**src/riilbp_pkg.sv**
```systemverilog
// Types, constants and functions shared by the rotation-invariant ILBP code block
`default_nettype none

package riilbp_pkg;

  localparam int MAX_WIDTH  = 1024;
  localparam int COL_W      = $clog2(MAX_WIDTH);
  localparam int WIDTH_W    = 11;
  localparam int HEIGHT_W   = 16;
  localparam int CFG_DATA_W = 16;
  localparam int CFG_IDX_W  = 1;
  localparam int PIX_W      = 8;
  localparam int WIN_N      = 9;
  localparam int WIN_IDX_W  = $clog2(WIN_N);
  localparam int CODE_W     = 9;
  localparam int SUM_W      = 12;
  localparam int MEAN_RECIP = 7282;
  localparam int MEAN_SHIFT = 16;
  localparam int PROD_W     = SUM_W + 13;

  localparam logic [CFG_IDX_W-1:0] CFG_IMAGE_WIDTH  = 1'b0;
  localparam logic [CFG_IDX_W-1:0] CFG_IMAGE_HEIGHT = 1'b1;

  localparam logic [WIDTH_W-1:0]  WIDTH_RESET  = WIDTH_W'(1024);
  localparam logic [HEIGHT_W-1:0] HEIGHT_RESET = HEIGHT_W'(1024);
  localparam logic [WIDTH_W-1:0]  MIN_WIDTH    = WIDTH_W'(3);
  localparam logic [HEIGHT_W-1:0] MIN_HEIGHT   = HEIGHT_W'(3);
  localparam logic [WIDTH_W-1:0]  MAX_WIDTH_V  = WIDTH_W'(MAX_WIDTH);

  // window positions in comparison-word order, MSB first:
  // top-left, top, top-right, right, bottom-right, bottom, bottom-left, left, center
  localparam logic [WIN_IDX_W-1:0] NEIGHBOR_IDX [WIN_N] = '{
    WIN_IDX_W'(0), WIN_IDX_W'(1), WIN_IDX_W'(2), WIN_IDX_W'(5), WIN_IDX_W'(8),
    WIN_IDX_W'(7), WIN_IDX_W'(6), WIN_IDX_W'(3), WIN_IDX_W'(4)
  };

  typedef logic [PIX_W-1:0]  pix_t;
  typedef logic [CODE_W-1:0] code_t;
  typedef logic [SUM_W-1:0]  sum_t;
  typedef pix_t [WIN_N-1:0]  win_t;

  typedef struct packed {
    pix_t pixel_value;
    logic frame_start;
  } riilbp_in_t;

  typedef struct packed {
    code_t pattern_code;
    logic  frame_done;
  } riilbp_out_t;

  typedef struct packed {
    logic emit;
    logic frame_done;
  } code_ctl_t;

  function automatic sum_t window_sum(input win_t win);
    sum_t acc;
    acc = '0;
    for (int i = 0; i < WIN_N; i++) begin
      acc = acc + SUM_W'(win[i]);
    end
    return acc;
  endfunction

  function automatic code_t compare_word(input win_t win, input pix_t mean);
    code_t word;
    word = '0;
    for (int i = 0; i < WIN_N; i++) begin
      word[CODE_W-1-i] = (win[NEIGHBOR_IDX[i]] >= mean);
    end
    return word;
  endfunction

  function automatic code_t min_rotation(input code_t word);
    code_t best;
    code_t rot;
    best = '1;
    rot = word;
    for (int k = 0; k < CODE_W; k++) begin
      if (rot < best) best = rot;
      rot = {rot[CODE_W-2:0], rot[CODE_W-1]};
    end
    return best;
  endfunction

endpackage

`default_nettype wire

```
**src/riilbp_code.sv**
```systemverilog
// Window-to-code pipeline: sum, mean, comparison word, minimum rotation
`default_nettype none

module riilbp_code import riilbp_pkg::*; (
  input  logic        clk,
  input  logic        rst,
  input  logic        win_valid,
  output logic        win_ready,
  input  win_t        win,
  input  code_ctl_t   win_ctl,
  output logic        out_valid,
  input  logic        out_ready,
  output riilbp_out_t out_data
);

  logic        sum_valid;
  sum_t        sum_val;
  win_t        sum_win;
  code_ctl_t   sum_ctl;
  logic        mean_valid;
  pix_t        mean_val;
  win_t        mean_win;
  code_ctl_t   mean_ctl;
  logic        out_free;
  logic        mean_fire;
  logic        sum_fire;
  logic [PROD_W-1:0] mean_prod;

  assign out_free  = !out_valid || out_ready;
  assign mean_fire = mean_valid && (out_free || !mean_ctl.emit);
  assign sum_fire  = sum_valid && (!mean_valid || mean_fire);
  assign win_ready = !sum_valid || sum_fire;
  assign mean_prod = PROD_W'(sum_val) * PROD_W'(MEAN_RECIP);

  always_ff @(posedge clk) begin
    if (rst) begin
      sum_valid  <= 1'b0;
      mean_valid <= 1'b0;
      out_valid  <= 1'b0;
    end else begin
      if (win_valid && win_ready) sum_valid <= 1'b1;
      else if (sum_fire)          sum_valid <= 1'b0;
      if (sum_fire)       mean_valid <= 1'b1;
      else if (mean_fire) mean_valid <= 1'b0;
      if (mean_fire && mean_ctl.emit) out_valid <= 1'b1;
      else if (out_ready)             out_valid <= 1'b0;
    end
  end

  always_ff @(posedge clk) begin
    if (win_valid && win_ready) begin
      sum_val <= window_sum(win);
      sum_win <= win;
      sum_ctl <= win_ctl;
    end
    if (sum_fire) begin
      mean_val <= mean_prod[MEAN_SHIFT +: PIX_W];
      mean_win <= sum_win;
      mean_ctl <= sum_ctl;
    end
    if (mean_fire && mean_ctl.emit) begin
      out_data.pattern_code <= min_rotation(compare_word(mean_win, mean_val));
      out_data.frame_done   <= mean_ctl.frame_done;
    end
  end

endmodule

`default_nettype wire

```
**config.mk**
```make
export PLATFORM = sky130hd
export DESIGN_NAME = riilbp_code
export DESIGN_NICKNAME = d
export VERILOG_FILES = /design/src/riilbp_pkg.sv /design/src/riilbp_code.sv
export SDC_FILE = /design/constraint.sdc
export NUM_CORES = 1
export LEC_CHECK = 0
export ABC_AREA = 1
export CORE_ASPECT_RATIO = 1.4
export CORE_UTILIZATION = 35
export CTS_CLUSTER_SIZE = 28
export DETAILED_ROUTE_END_ITERATION = 16
export DONT_BUFFER_PORTS = 1
export GPL_ROUTABILITY_DRIVEN = 0
export PLACE_DENSITY_LB_ADDON = 0.05
export SLEW_MARGIN = 0
export SYNTH_ARGS = -nofsm -noshare
export SYNTH_HDL_FRONTEND = slang
export SYNTH_SLANG_ARGS = --single-unit
export TNS_END_PERCENT = 30
```
**constraint.sdc**
```tcl
create_clock -name clk -period 16.6 [get_ports clk]
set_input_delay 0.83 -clock clk [delete_from_list [all_inputs] [get_ports clk]]
set_output_delay 0.83 -clock clk [all_outputs]
set_load 0.01 [all_outputs]
```
# Yosys cells after proc, flatten, opt, wreduce, memory -nomap -nowiden
# Index checks and enable logic that the tools add are counted.
# classes
n_addsub	8
multipliers	1
n_lt_le_gt_ge	18
n_mux	23
n_reduce_logical	15
# op_table
operator	n
$mux W9	17
$ge A8 B8 Y1	9
$lt A9 B9 Y1	8
$add A12 B8 Y12	4
$mul A12 B12 Y23 const B	1
$add A11 B8 Y12	1
$add A10 B8 Y11	1
$add A9 B8 Y10	1
$add A8 B8 Y9	1
$lt A9 B9 Y1 const B	1
$mux W1	6
$reduce_bool A2 Y1	3
$logic_and A1 B1 Y1	4
$logic_not A1 Y1	4
$logic_or A1 B1 Y1	4
# word_totals
register_bits	181
input_bits	78
output_inout_bits	12
wordCells	94

# Depth between registers and ports, before layout
# Gate-level depths: netlist (run 1).
# logic_depth
word_depth	29
depth_mapped	101
ltp_nobuf	96

# Least setup slack after synthesis (run 1)
# No wires, ideal clock.
# synth_path
path_type	register to register
startpoint	register mean_val[0]
endpoint	register out_data[7] in the netlist's numbering (data pin)
setup_time_ns	0.254
arrival_time_ns	12.398
t_required_ns	16.346
setup_slack_ns	3.948
stages_incl_launch_ff	74
n_path_buf	8
period_less_slack_ns	12.652
path_cell_list	edfxtp_1 ha_1 o21ai_1 a21boi_0 o21ai_1 nand2_1 a21boi_1 o21ai_1 inv_1 ha_1 nand2_1 inv_1 o21ai_1 a21oi_1 nor2_2 nand2_4 buf_4 o21ai_0 [... 38 more ...] ha_1 a21oi_1 nor2_1 a211oi_1 nand2_2 buf_4 nand2_1 o21a_1 inv_1 ha_1 nand2_1 nor2_1 a211oi_1 o221a_2 buf_4 nand2_8 nand2_1 nand2_1
# synth_via
elab_chain_len	27
word_cells_on_any_way	35
classes_between	18 x order compare; 17 x mux
# synth_lines
element	line	text
start: declaration	riilbp_code.sv:21	pix_t mean_val;
start signal: assignment	riilbp_code.sv:57	mean_val <= mean_prod[MEAN_SHIFT +: PIX_W];
$ge A8 B8 Y1	riilbp_pkg.sv:70	word[CODE_W-1-i] = (win[NEIGHBOR_IDX[i]] >= mean);
$lt A9 B9 Y1	riilbp_pkg.sv:81	if (rot < best) best = rot;
$mux W9	riilbp_pkg.sv:81	
$mux W9	riilbp_code.sv:61	if (mean_fire && mean_ctl.emit) begin
$lt A9 B9 Y1	riilbp_pkg.sv:81	
$mux W9	riilbp_pkg.sv:81	
$mux W9	riilbp_code.sv:61	
$lt A9 B9 Y1	riilbp_pkg.sv:81	
[... 11 more ...]	--	
$lt A9 B9 Y1	riilbp_pkg.sv:81	
$mux W9	riilbp_pkg.sv:81	
$mux W9	riilbp_code.sv:61	
$lt A9 B9 Y1	riilbp_pkg.sv:81	
$mux W9	riilbp_pkg.sv:81	
$mux W9	riilbp_code.sv:61	
$lt A9 B9 Y1	riilbp_pkg.sv:81	
$mux W9 (*)	riilbp_pkg.sv:81	
end: declaration	riilbp_code.sv:13	output riilbp_out_t out_data
# Every way passes the cells marked *; elsewhere a longest branch is shown, timed or not. The select of a mux whose other input is x is not followed.
# A chain may end at the register's enable or synchronous reset.

# Worst setup path in the final report (run 1)
# layout_path
startpoint	register mean_val[1]
endpoint	register out_data[9] in the netlist's numbering (data pin)
# The elaborated chain is that of the path after synthesis.

==> results, run 1 <==
- For this run, the total global-route usage over all layers was measured as 17.5%.
- The final cell count without fillers is 1642.
- Post-CTS repair changed the size of 0 cells.
- Using the TritonRoute via totals, the vias-per-cell ratio works out to between 4 and 5.
- The number of pins exceeding their max-slew limit in the final report is 0.
- The floorplan step set the die height to 230 um.
- The arrival time of the worst setup path is between 10 and 15 ns.
- The floorplan step defined a die boundary enclosing around 38000 sq um.
- The number of antenna diodes in the final layout is 0.
- The layer flagged by global routing as most heavily used is met2.
- The setup slack of the most critical reg-to-reg path is approximately 1.9 ns.
- Dividing the synthesized area by the synthesized cell count gives ~11 sq um.
- The via total after detailed routing is 7832.
- At the pin with the least slew margin, the transition time is 0.888 ns.
- In the final layout, the multi-input gates occupy 6830 sq um.
- The remaining global-route overflow is 0.
- The sequential cells in the finished layout cover a total of about 5400 sq um.
- The worst path meets setup with 1.91 ns of slack.
- The launching point of the worst reg2reg path is mean_val[1]$_DFFE_PP_.
- The number of clock buffers inserted by TritonCTS is 17.
- For this run, the number of Yosys warnings is 0.
- The tree is rooted in a sky130_fd_sc_hd__clkbuf_16.
- The number of nets in the synthesized netlist is ~1500.
- After detailed placement, the design holds a cell count of 1610.
- The run finished with clean final reports.
- The pin count of the biggest net entering global routing is 62.
- The detailed placer's ending HPWL is 25100 um.
- The beginning of the critical path is mean_val[1]$_DFFE_PP_.
- 90 I/O pins were placed.
- At the end of the flow, the number of nets in the layout was 1532.
- The synthesized area is 13000 sq um.
- The floorplan has 83 rows.
- Fill cells in the final layout number about 3600.
- The number of synthesized register bits is roughly 180.
- In this design, the stage delay of the slowest critical-path cell is 0.68 ns.
- The clock period minus worst slack is 14.69 ns.
- For this run, the detailed router's first-pass iteration total came to 5.
- The worst slew margin relative to its limit is 40.7%.
- The width of the die is 165 um.
- The met2 global-route usage is 34.5%.
- The endpoint of the lowest-slack register-to-register path is out_data[9]$_DFFE_PP_.
- The count of input and output buffers is 0.
- The total clock sinks is between 150 and 200.
- The initial utilization of the core area, before any placement, comes to 35.4%.
- STA classifies the critical path startpoint as a flip-flop.
- The post-route netlist has 7.15% of its cells at a drive strength greater than 1.
- Synthesis instantiated 40 different standard cells from the library.
- The number of setup buffers added after CTS is 0.
- The DRC violations left is 0.
- STA classifies the critical path endpoint as a flip-flop.
- Setup total negative slack on the finished layout was measured at 0 ns.
- The worst setup slack after placement is between 1.5 and 2 ns.
- The core outline area is 36600 sq um.
- The critical path's most frequent cell is sky130_fd_sc_hd__ha_1.
- The initial antenna violation count is 0.
- After clock tree synthesis, the clock-pin slew on the worst setup and hold paths is approximately 0.07 ns.
- The met3 track demand over resource is 4.64%.
- The most frequent standard cell in the layout excluding fill and tap cells is sky130_fd_sc_hd__ha_1.
- The final clock period utilization by the worst path is 88.5%.
- The largest individual stage delay along the critical path comes from the cell sky130_fd_sc_hd__a21boi_1.
- The total number of H-tree levels is 4.
- The maximum buffer depth of the clock tree is 2.
- The total detailed-routing wirelength is slightly above 30000 um.
- The maximum fanout encountered on the critical timing path is 17.
- In the layout the commonest cells are sky130_fd_sc_hd__ha_1 (208), sky130_fd_sc_hd__nand2_1 (185), sky130_fd_sc_hd__edfxtp_1 (178).
- The detailed router's first-iteration violation count is about 430.
- TritonCTS built the clock tree.
- The met1 layer usage reported by global route is 17.5%.
- The worst register-to-register path has a depth of between 60 and 70.
- The layout overhead on the synthesized area is 8.74%.
- The critical path in this run is classified as reg -> reg.
- Summing the sequential cell areas from Yosys gives a little over two fifths of the chip area.
- The type of the tightest min-delay check is reg -> reg.
- The clock skew after layout is 0.0120 ns.
- The number of global-route vias before repair is 8469.
- The clock latency on the worst-skew pair is roughly 0.44 ns.
- For this run, the top clock speed supported by timing is 68.1 MHz.
- Setup violations remaining at the end of the flow were counted as 0.
- Counting every instance in the synthesized netlist gives 1148.
- In this run, post-CTS hold repair placed 0 buffers.
- The first global-routing pass estimated 48100 um of wire.
- The total of max-cap violations is 0.
- In the final routed layout, each cell accounts on average for 18.7 um.
- The final hold violation count came to 0.
- The detail route stage leaves a number of antenna-violating nets equal to 0.
- Setup repair after global routing left no endpoint under its margin.
- The capture point of the worst path is out_data[9]$_DFFE_PP_.
- Data on the critical path is required at its endpoint by 16.80 ns.
[synth_stat cells, drive strengths merged]
| master | n | area (sq um) |
|---|---|---|
| a21oi | 53 | 277 |
| nand2 | 212 | 927 |
| ha | 208 | 2600 |
| nor2 | 45 | 181 |
| a31oi | 2 | 12.5 |
| dfxtp | 3 | 60.1 |
| fa | 84 | 1680 |
| nand4 | 5 | 31.3 |
| a21boi | 10 | 86.3 |
| o21bai | 2 | 15.0 |
| o21a | 15 | 113 |
| a2111oi | 3 | 51.3 |
| and2 | 1 | 6.26 |
| clkinv | 2 | 7.51 |
| inv | 171 | 642 |
| xor2 | 9 | 78.8 |
| nor3 | 8 | 45.0 |
| xnor2 | 9 | 78.8 |
| o221a | 1 | 11.3 |
| o21ai | 55 | 275 |
| a211oi | 8 | 60.1 |
| edfxtp | 178 | 5350 |
| o211ai | 2 | 15.0 |
| buf | 11 | 77.6 |
| nand3 | 51 | 270 |
[routing by layer]
layer	vias to the layer above	routed length (um)	share of wire, %
met1	3762	10900	36
met2	93	18000	59
met4	0	445	1.5
li1	3946	-	-
met5	-	0	0
met3	31	1310	4.3
[how the worst min path moves through the flow]
stage	startpoint	end	slack, ns	cells after the start
6_report	sum_ctl[0]$_DFFE_PP_	mean_ctl[0]$_DFFE_PP_	0.42	0
5_1_grt	rst	out_valid$_SDFFE_PP0P_	0.41	1
4_1_cts	sum_ctl[0]$_DFFE_PP_	mean_ctl[0]$_DFFE_PP_	0.41	0
3_5_place_dp	sum_ctl[0]$_DFFE_PP_	mean_ctl[0]$_DFFE_PP_	0.40	0
3_3_place_gp	sum_win[5]$_DFFE_PP_	mean_win[5]$_DFFE_PP_	0.40	0
2_1_floorplan	sum_ctl[0]$_DFFE_PP_	mean_ctl[0]$_DFFE_PP_	0.40	0
[registers in the layout, indices dropped and copies added (netlist names), 2 cells and up]
| signal | cells |
|---|---|
| mean_val | 8 |
| sum_val | 12 |
| out_data | 10 |
| sum_ctl | 2 |
| mean_ctl | 2 |
| mean_win | 72 |
| sum_win | 72 |
[cells by family after synthesis]
| family | count (synthesis) | synth area share [%] |
|---|---|---|
| adders and majority gates | 292 | 33.1 |
| buffers and inverters | 184 | 5.61 |
| DFF | 181 | 41.7 |
| xor gates and xnor gates | 18 | 1.22 |
| AOI/OAI and AO/OA | 151 | 7.07 |
| and+or+nand+nor | 322 | 11.3 |
[cell type report]
| class | count | area share [%] |
|---|---|---|
| Clock buffer | 17 | 3.02 |
| Tap cell | 467 | 4.15 |
| Inverter | 173 | 4.63 |
| Clock inverter | 15 | 1.03 |
| Multi-Input combinational cell | 783 | 48.5 |
| Sequential cell | 181 | 38.4 |
| Timing Repair Buffer | 6 | 0.320 |
[critical path: cells and delay by family, from the launching register on]
family	cells	cell delay (ns)
buffers and inverters	6	1.15
flip-flops	1	0.36
adder cells (fa/ha/maj)	9	2.85
AND/OR/NAND/NOR	23	2.60
AO/OA/AOI/OAI	28	7.45
[stage by stage]
stage | utilization, % | hold WS [ns] | instance area, sq um
after floorplan | - | 0.400 | 13000
after detailed placement | 37.0 | 0.405 | 13500
after global placement | 37.0 | 0.401 | 13500
after CTS | 38.5 | 0.414 | 14100
after global routing | 38.5 | 0.412 | 14100
final | 38.5 | 0.418 | 14100
Power of run 1 is not shown: default switching activity piles up to over one toggle a cycle in this logic, so the estimate is an artifact.
==> run 2: changes to the inputs <==
PLACE_DENSITY_LB_ADDON = 0.2   (was 0.05)
==> run 2 against run 1 <==
Net effect: design area rose by 0.28%; fmax fell by 0.22%; sequential cell count did not move; register-to-register slack got worse by 0.03 ns; core utilization rose by 0.11 points; wire length fell by 5.2%; via count rose by 0.18%; first-iteration DRC count fell by 16%.
==> results, run 2 (synthesis gave the netlist of run 1 again) <==
- The total number of H-tree levels is 4 (unchanged).
- The final clock period utilization by the worst path is 88.7% (+0.19 points).
- The detailed-router iteration count before antenna repair is 4 (-1).
- The remaining global-route overflow came to 0 (unchanged).
- The maximum fanout encountered on the critical timing path is 17 (unchanged).
- Setup repair after global routing left no endpoint under its margin.
- The total clock sinks is 181 (unchanged).
- The total of max-cap violations is 0 (unchanged).
- The transition at the pin with the smallest max-transition slack is 0.942 ns (+0.0544 ns).
- The sum of negative setup slack was 0 ns (unchanged).
- The element type at the critical path end is a flip-flop.
- The clock period minus worst slack was 14.72 ns (+0.0320 ns).
- The maximum buffer depth of the clock tree is 2 (unchanged).
- The count of nets left with antenna violations after detail routing is 0 (unchanged).
- The cell with the largest stage delay on the worst path is sky130_fd_sc_hd__a211oi_1.
- The worst setup path is launched from a flip-flop.
- The clock latency on the worst-skew pair is 0.45 ns (about the same).
- The number of clock buffers inserted by TritonCTS came to 17 (unchanged).
- The library cell used most frequently in the layout, excluding fill and tap cells, is sky130_fd_sc_hd__ha_1.
- The critical path's most frequent cell is sky130_fd_sc_hd__ha_1.
- The beginning of the critical path is mean_val[5]$_DFFE_PP_.
- The count of fill cells added during filler insertion is 3570 (-1.3%).
- In this design, the largest share of critical-path delay is due to compound AO/OA/AOI/OAI gates.
- The worst path buffer plus inverter count came to 5 (-1).
- The minimum hold slack is 0.419 ns (+0.000945 ns).
- The boundary pin count came to 90 (unchanged).
- The via total after detailed routing is 7846 (+0.18%).
- In the final layout, the registers with the most flip-flops are mean_win: 72 flops, sum_win: 72 flops, sum_val: 12 flops.
- The arrival time of the worst setup path was 14.92 ns (+0.03 ns).
- The highest cell delay on the worst timing path is 0.57 ns (-0.11 ns).
- The routed via count divided by cell count was 4.78 (+0.18%).
- The setup path with the least slack is of type reg -> reg.
- The detailed router's first-iteration violation count is 359 (-16%).
- The starting density of the core came to 35.4% (unchanged).
- The floorplan row count is 83 (unchanged).
- The net total in the final layout is 1532 (unchanged).
- The number of buffers added to fix hold violations after cts is 0 (unchanged).
- Clock tree synthesis selected as its root buffer the cell sky130_fd_sc_hd__clkbuf_16.
- The type of the tightest min-delay check is reg -> reg.
- The die span in y is 230 um (unchanged).
- The total detailed-routing wirelength is 29100 um (-5.2%).
- The first-pass GRT wire length is 45600 um (-5.1%).
- The final design instance area without fill is 14100 sq um (+0.28%).
- The count of placed standard cells including taps came to 1610 (unchanged).
- The initial antenna violation count is 0 (unchanged).
- The core outline area is 36600 sq um (unchanged).
- The required time at the worst-slack endpoint was 16.79 ns (about the same).
- The flow ran to the end, and the final reports show no timing, DRC or antenna violations.
- The width of the die is 165 um (unchanged).
- The total track usage was 16.5% (-1.1 points).
- The count of inserted antenna diode cells is 0 (unchanged).
- The number of setup buffers added after CTS is 0 (unchanged).
- The fraction of final layout cells sized beyond drive strength 1 is 7.06% (-0.085 points).
- TritonCTS built the clock tree.
- The number of instances resized during post-cts repair is 0 (unchanged).
- The top cell types in the final layout, fill and taps aside, are sky130_fd_sc_hd__ha_1 (208), sky130_fd_sc_hd__nand2_1 (185), sky130_fd_sc_hd__edfxtp_1 (178).
- The final hold violation count was 0 (unchanged).
- The full die area is 37800 sq um (unchanged).
- The number of global-route vias before repair is 8334 (-1.6%).
- The final cell count without fillers is 1642 (unchanged).
- The launching point of the worst reg2reg path is mean_val[5]$_DFFE_PP_.
- The DRC violations left is 0 (unchanged).
- The average wire per cell in the routed design came to 17.7 um (-5.2%).
- The number of pins exceeding their max-slew limit in the final report is 0 (unchanged).
- The total setup violations reported at the end of the flow was 0 (unchanged).
- From synthesis to final layout, the design area changed by 9.04%.
- The count of input and output buffers is 0 (unchanged).
- The pin count of the biggest net entering global routing came to 70 (+13%).
- The detailed placer's ending HPWL came to 23600 um (-5.9%).
- The clock transition at the register clock pins on the worst setup and hold paths after CTS came to 0.07 ns (about the same).
- The clock skew after layout is 0.0124 ns (+0.000331 ns).
- The worst hold path begins at sum_win[63]$_DFFE_PP_.
- The maximum clock rate was 67.9 MHz (-0.22%).
- The worst slew margin relative to its limit is 37.2% (-3.5 points).
- The area of placed instances is 13500 sq um (about the same).
-- run 2: changes by cell type in the layout (fill, tap and decap cells not counted) --
cell                         previous run  this run
sky130_fd_sc_hd__clkinv_1               2         3
sky130_fd_sc_hd__inv_4                  1         0
sky130_fd_sc_hd__clkinv_4               2         1
sky130_fd_sc_hd__bufinv_16              1         2
sky130_fd_sc_hd__clkinv_2               2         1
sky130_fd_sc_hd__clkinv_8               0         1
sky130_fd_sc_hd__inv_6                  4         5
sky130_fd_sc_hd__clkinvlp_4             4         1
sky130_fd_sc_hd__inv_8                  2         4
-- run 2: path summary, 6_finish.rpt --
| kind | endpoint | depth (start not counted) | slack (ns) |
|---|---|---|---|
| max | out_data[5]$_DFFE_PP_ | 61 | 1.88 |
| min | mean_win[63]$_DFFE_PP_ | 0 | 0.42 |
| max reg2reg | out_data[5]$_DFFE_PP_ | 61 | 1.88 |
| min reg2reg | mean_win[63]$_DFFE_PP_ | 0 | 0.42 |
-- run 2: per-layer routing --
layer / track usage (%) / share of wire, %
met5: 0 / 0
met3: 4.53 / 5.0
met1: 16.2 / 35
met2: 31.5 / 57
met4: 6.74 / 3.3
-- run 2: metrics by stage --
step	worst slack, ns	util (%)
after floorplan	3.95	-
after global placement	2.24	37.0
after detailed placement	1.90	37.0
after CTS	1.89	38.6
after global routing	0.540	38.6
final	1.88	38.6
-- run 2: cell type report --
class,count,area [sq um],area share [%]
Multi-Input combinational cell,783,6830,48.3
Sequential cell,181,5410,38.3
Inverter,173,651,4.61
Tap cell,467,584,4.14
Clock buffer,17,425,3.01
Clock inverter,15,185,1.31
Timing Repair Buffer,6,45.0,0.319
-- run 2: worst reg2reg max path: cells and delay by family (launching register included) --
kind / cells / cell delay (ns)
compound gates: 27 / 7.76
simple gates: 20 / 2.66
buf+inv: 5 / 0.87
fa+ha+maj: 9 / 2.85
flops: 1 / 0.35
Power of run 2 is left out for the same reason.
==> run 3: changes to the inputs <==
MAX_ROUTING_LAYER = met4   (was not set)
==> run 3 against run 2 <==
Net effect: critical path type unchanged; sequential share of layout area unchanged; clock skew increased by 0.0016 ns; via count decreased by 0.25%; clock-buffer cell count unchanged; critical path depth rose by 2; hold slack improved by 0.00091 ns; register-to-register slack is essentially flat; setup slack worse by 0.012 ns; highest routed layer unchanged; design area did not move.
==> results, run 3 (synthesis gave the netlist of run 1 again) <==
- The final hold violation count is 0 (unchanged).
- The hold-critical path depth is 0 (unchanged).
- The startpoint identified for the worst register-to-register timing path is mean_val[5]$_DFFE_PP_.
- The maximum clock rate is 67.9 MHz (about the same).
- The first-pass GRT wire length came to 45600 um (-0.15%).
- The CTS tree is yes.
- The transition at the pin with the smallest max-transition slack is 0.937 ns (-0.00444 ns).
- The minimum hold slack is 0.420 ns (+0.000910 ns).
- The net total in the final layout was 1532 (unchanged).
- The worst slew margin relative to its limit is 37.5% (+0.30 points).
- The layout overhead on the synthesized area is 9.04% (unchanged).
- The width of the die came to 165 um (unchanged).
- The element type at the critical path end is a flip-flop.
- The total clock sinks is 181 (unchanged).
- The number of buffers added to fix hold violations after cts is 0 (unchanged).
- The count of input and output buffers is 0 (unchanged).
- The total of max-cap violations came to 0 (unchanged).
- The total setup violations reported at the end of the flow is 0 (unchanged).
- The final core utilization came to 38.6% (unchanged).
- The detailed placer's ending HPWL is 23600 um (unchanged).
- Leaving out fill and tap cells, the most frequent cells in the layout are sky130_fd_sc_hd__ha_1 (208), sky130_fd_sc_hd__nand2_1 (185), sky130_fd_sc_hd__edfxtp_1 (178).
- The number of setup buffers added after CTS is 0 (unchanged).
- Following the worst setup path forward leads to its endpoint at out_data[5]$_DFFE_PP_.
- The total number of H-tree levels was 4 (unchanged).
- The boundary pin count is 90 (unchanged).
- The detailed router's first-iteration violation count is 365 (+1.7%).
- The DRC violations left is 0 (unchanged).
- The beginning of the critical path is mean_val[5]$_DFFE_PP_.
- The number of global-route vias before repair is 8337 (+0.036%).
- The count of nets left with antenna violations after detail routing was 0 (unchanged).
- The remaining global-route overflow was 0 (unchanged).
- The pin count of the biggest net entering global routing is 70 (unchanged).
- The final clock period utilization by the worst path is 88.8% (about the same).
- The core outline area is 36600 sq um (unchanged).
- The clock transition at the register clock pins on the worst setup and hold paths after CTS was 0.07 ns (about the same).
- The cell with the largest stage delay on the worst path is sky130_fd_sc_hd__a211oi_1.
- The path class of the tightest hold or removal check is reg -> reg.
- The die span in y was 230 um (unchanged).
- The maximum fanout encountered on the critical timing path is 17 (unchanged).
- The clock period minus worst slack is 14.73 ns (+0.0121 ns).
- The arrival time of the worst setup path is 14.93 ns (about the same).
- The number of clock buffers inserted by TritonCTS is 17 (unchanged).
- The critical path's most frequent cell is sky130_fd_sc_hd__ha_1.
- The count of inserted antenna diode cells is 0 (unchanged).
- The clock skew after layout is 0.0140 ns (+0.00163 ns).
- The floorplan row count came to 83 (unchanged).
- The number of pins exceeding their max-slew limit in the final report is 0 (unchanged).
- The total detailed-routing wirelength is 29000 um (-0.11%).
- Setup repair after global routing left no endpoint under its margin.
- The average wire per cell in the routed design is 17.7 um (-0.11%).
- The sum of negative setup slack is 0 ns (unchanged).
- The required time at the worst-slack endpoint is 16.80 ns (about the same).
- The full die area is 37800 sq um (unchanged).
- The setup slack of the most critical reg-to-reg path is 1.87 ns (about the same).
- The worst setup path is of the reg -> reg kind.
- The maximum buffer depth of the clock tree is 2 (unchanged).
- The total track usage is 16.9% (+0.47 points).
- The highest cell delay on the worst timing path is 0.57 ns (about the same).
- The via total after detailed routing is 7826 (-0.25%).
- The starting density of the core is 35.4% (unchanged).
- The count of cells along the worst register-to-register path came to 63 (+3.3%).
- The routed via count divided by cell count is 4.77 (-0.25%).
- The count of fill cells added during filler insertion is 3570 (unchanged).
- The largest registers in the layout are mean_win: 72 flops, sum_win: 72 flops, sum_val: 12 flops.
- The run finished with clean final reports.
- The detailed-router iteration count before antenna repair came to 4 (unchanged).
- The number of instances resized during post-cts repair is 0 (unchanged).
- Leaving out fill and tap cells, the most frequent cell in the layout is sky130_fd_sc_hd__ha_1.
- The fraction of final layout cells sized beyond drive strength 1 is 7.06% (unchanged).
- STA classifies the critical path startpoint as a flip-flop.
- In this run the critical register-to-register path is captured at out_data[5]$_DFFE_PP_.
- The clock latency on the worst-skew pair is 0.46 ns (about the same).
- The initial antenna violation count came to 0 (unchanged).
- The library cell used as clock root buffer is sky130_fd_sc_hd__clkbuf_16.
-- run 3: cell counts in the layout (fill, tap and decap cells not counted) --
No cell type changed its count.
-- run 3: area by class of cell --
type | count | area (sq um) | area share [%]
Clock buffer | 17 | 425 | 3.01
Clock inverter | 15 | 185 | 1.31
Inverter | 173 | 651 | 4.61
Multi-Input combinational cell | 783 | 6830 | 48.3
Sequential cell | 181 | 5410 | 38.3
Tap cell | 467 | 584 | 4.14
Timing Repair Buffer | 6 | 45.0 | 0.319
-- run 3: worst max-delay path, delay by kind of cell, from the launching register on --
kind	cells	cell delay, ns
AOI/OAI and AO/OA	28	7.78
adders and majority gates	9	2.80
and+or+nand+nor	20	2.64
buffers and inverters	6	0.91
DFF	1	0.35
-- run 3: per-stage QoR --
stage	worst slack (ns)	cells	cell area, sq um
2_1_floorplan	3.95	1148	13000
3_3_place_gp	2.24	1610	13500
3_5_place_dp	1.90	1610	13500
4_1_cts	1.89	1642	14100
5_1_grt	0.533	1642	14100
6_report	1.87	1642	14100
-- run 3: worst min path at each step --
stage	end	start
after floorplan	mean_ctl[0]$_DFFE_PP_	sum_ctl[0]$_DFFE_PP_
after CTS	sum_valid$_SDFFE_PP0P_	rst
after global placement	mean_win[16]$_DFFE_PP_	sum_win[16]$_DFFE_PP_
final	mean_win[63]$_DFFE_PP_	sum_win[63]$_DFFE_PP_
after detailed placement	mean_win[15]$_DFFE_PP_	sum_win[15]$_DFFE_PP_
after global routing	sum_valid$_SDFFE_PP0P_	rst
-- run 3: layer usage --
metal	up-vias	wire [um]	track usage, %	part of all wire [%]
li1	3942	-	-	-
met1	3731	10100	16.1	35
met2	117	16500	31.6	57
met3	36	1470	4.38	5.1
met4	0	914	6.91	3.1
met5	-	0	-	0
Power of run 3 is left out for the same reason.
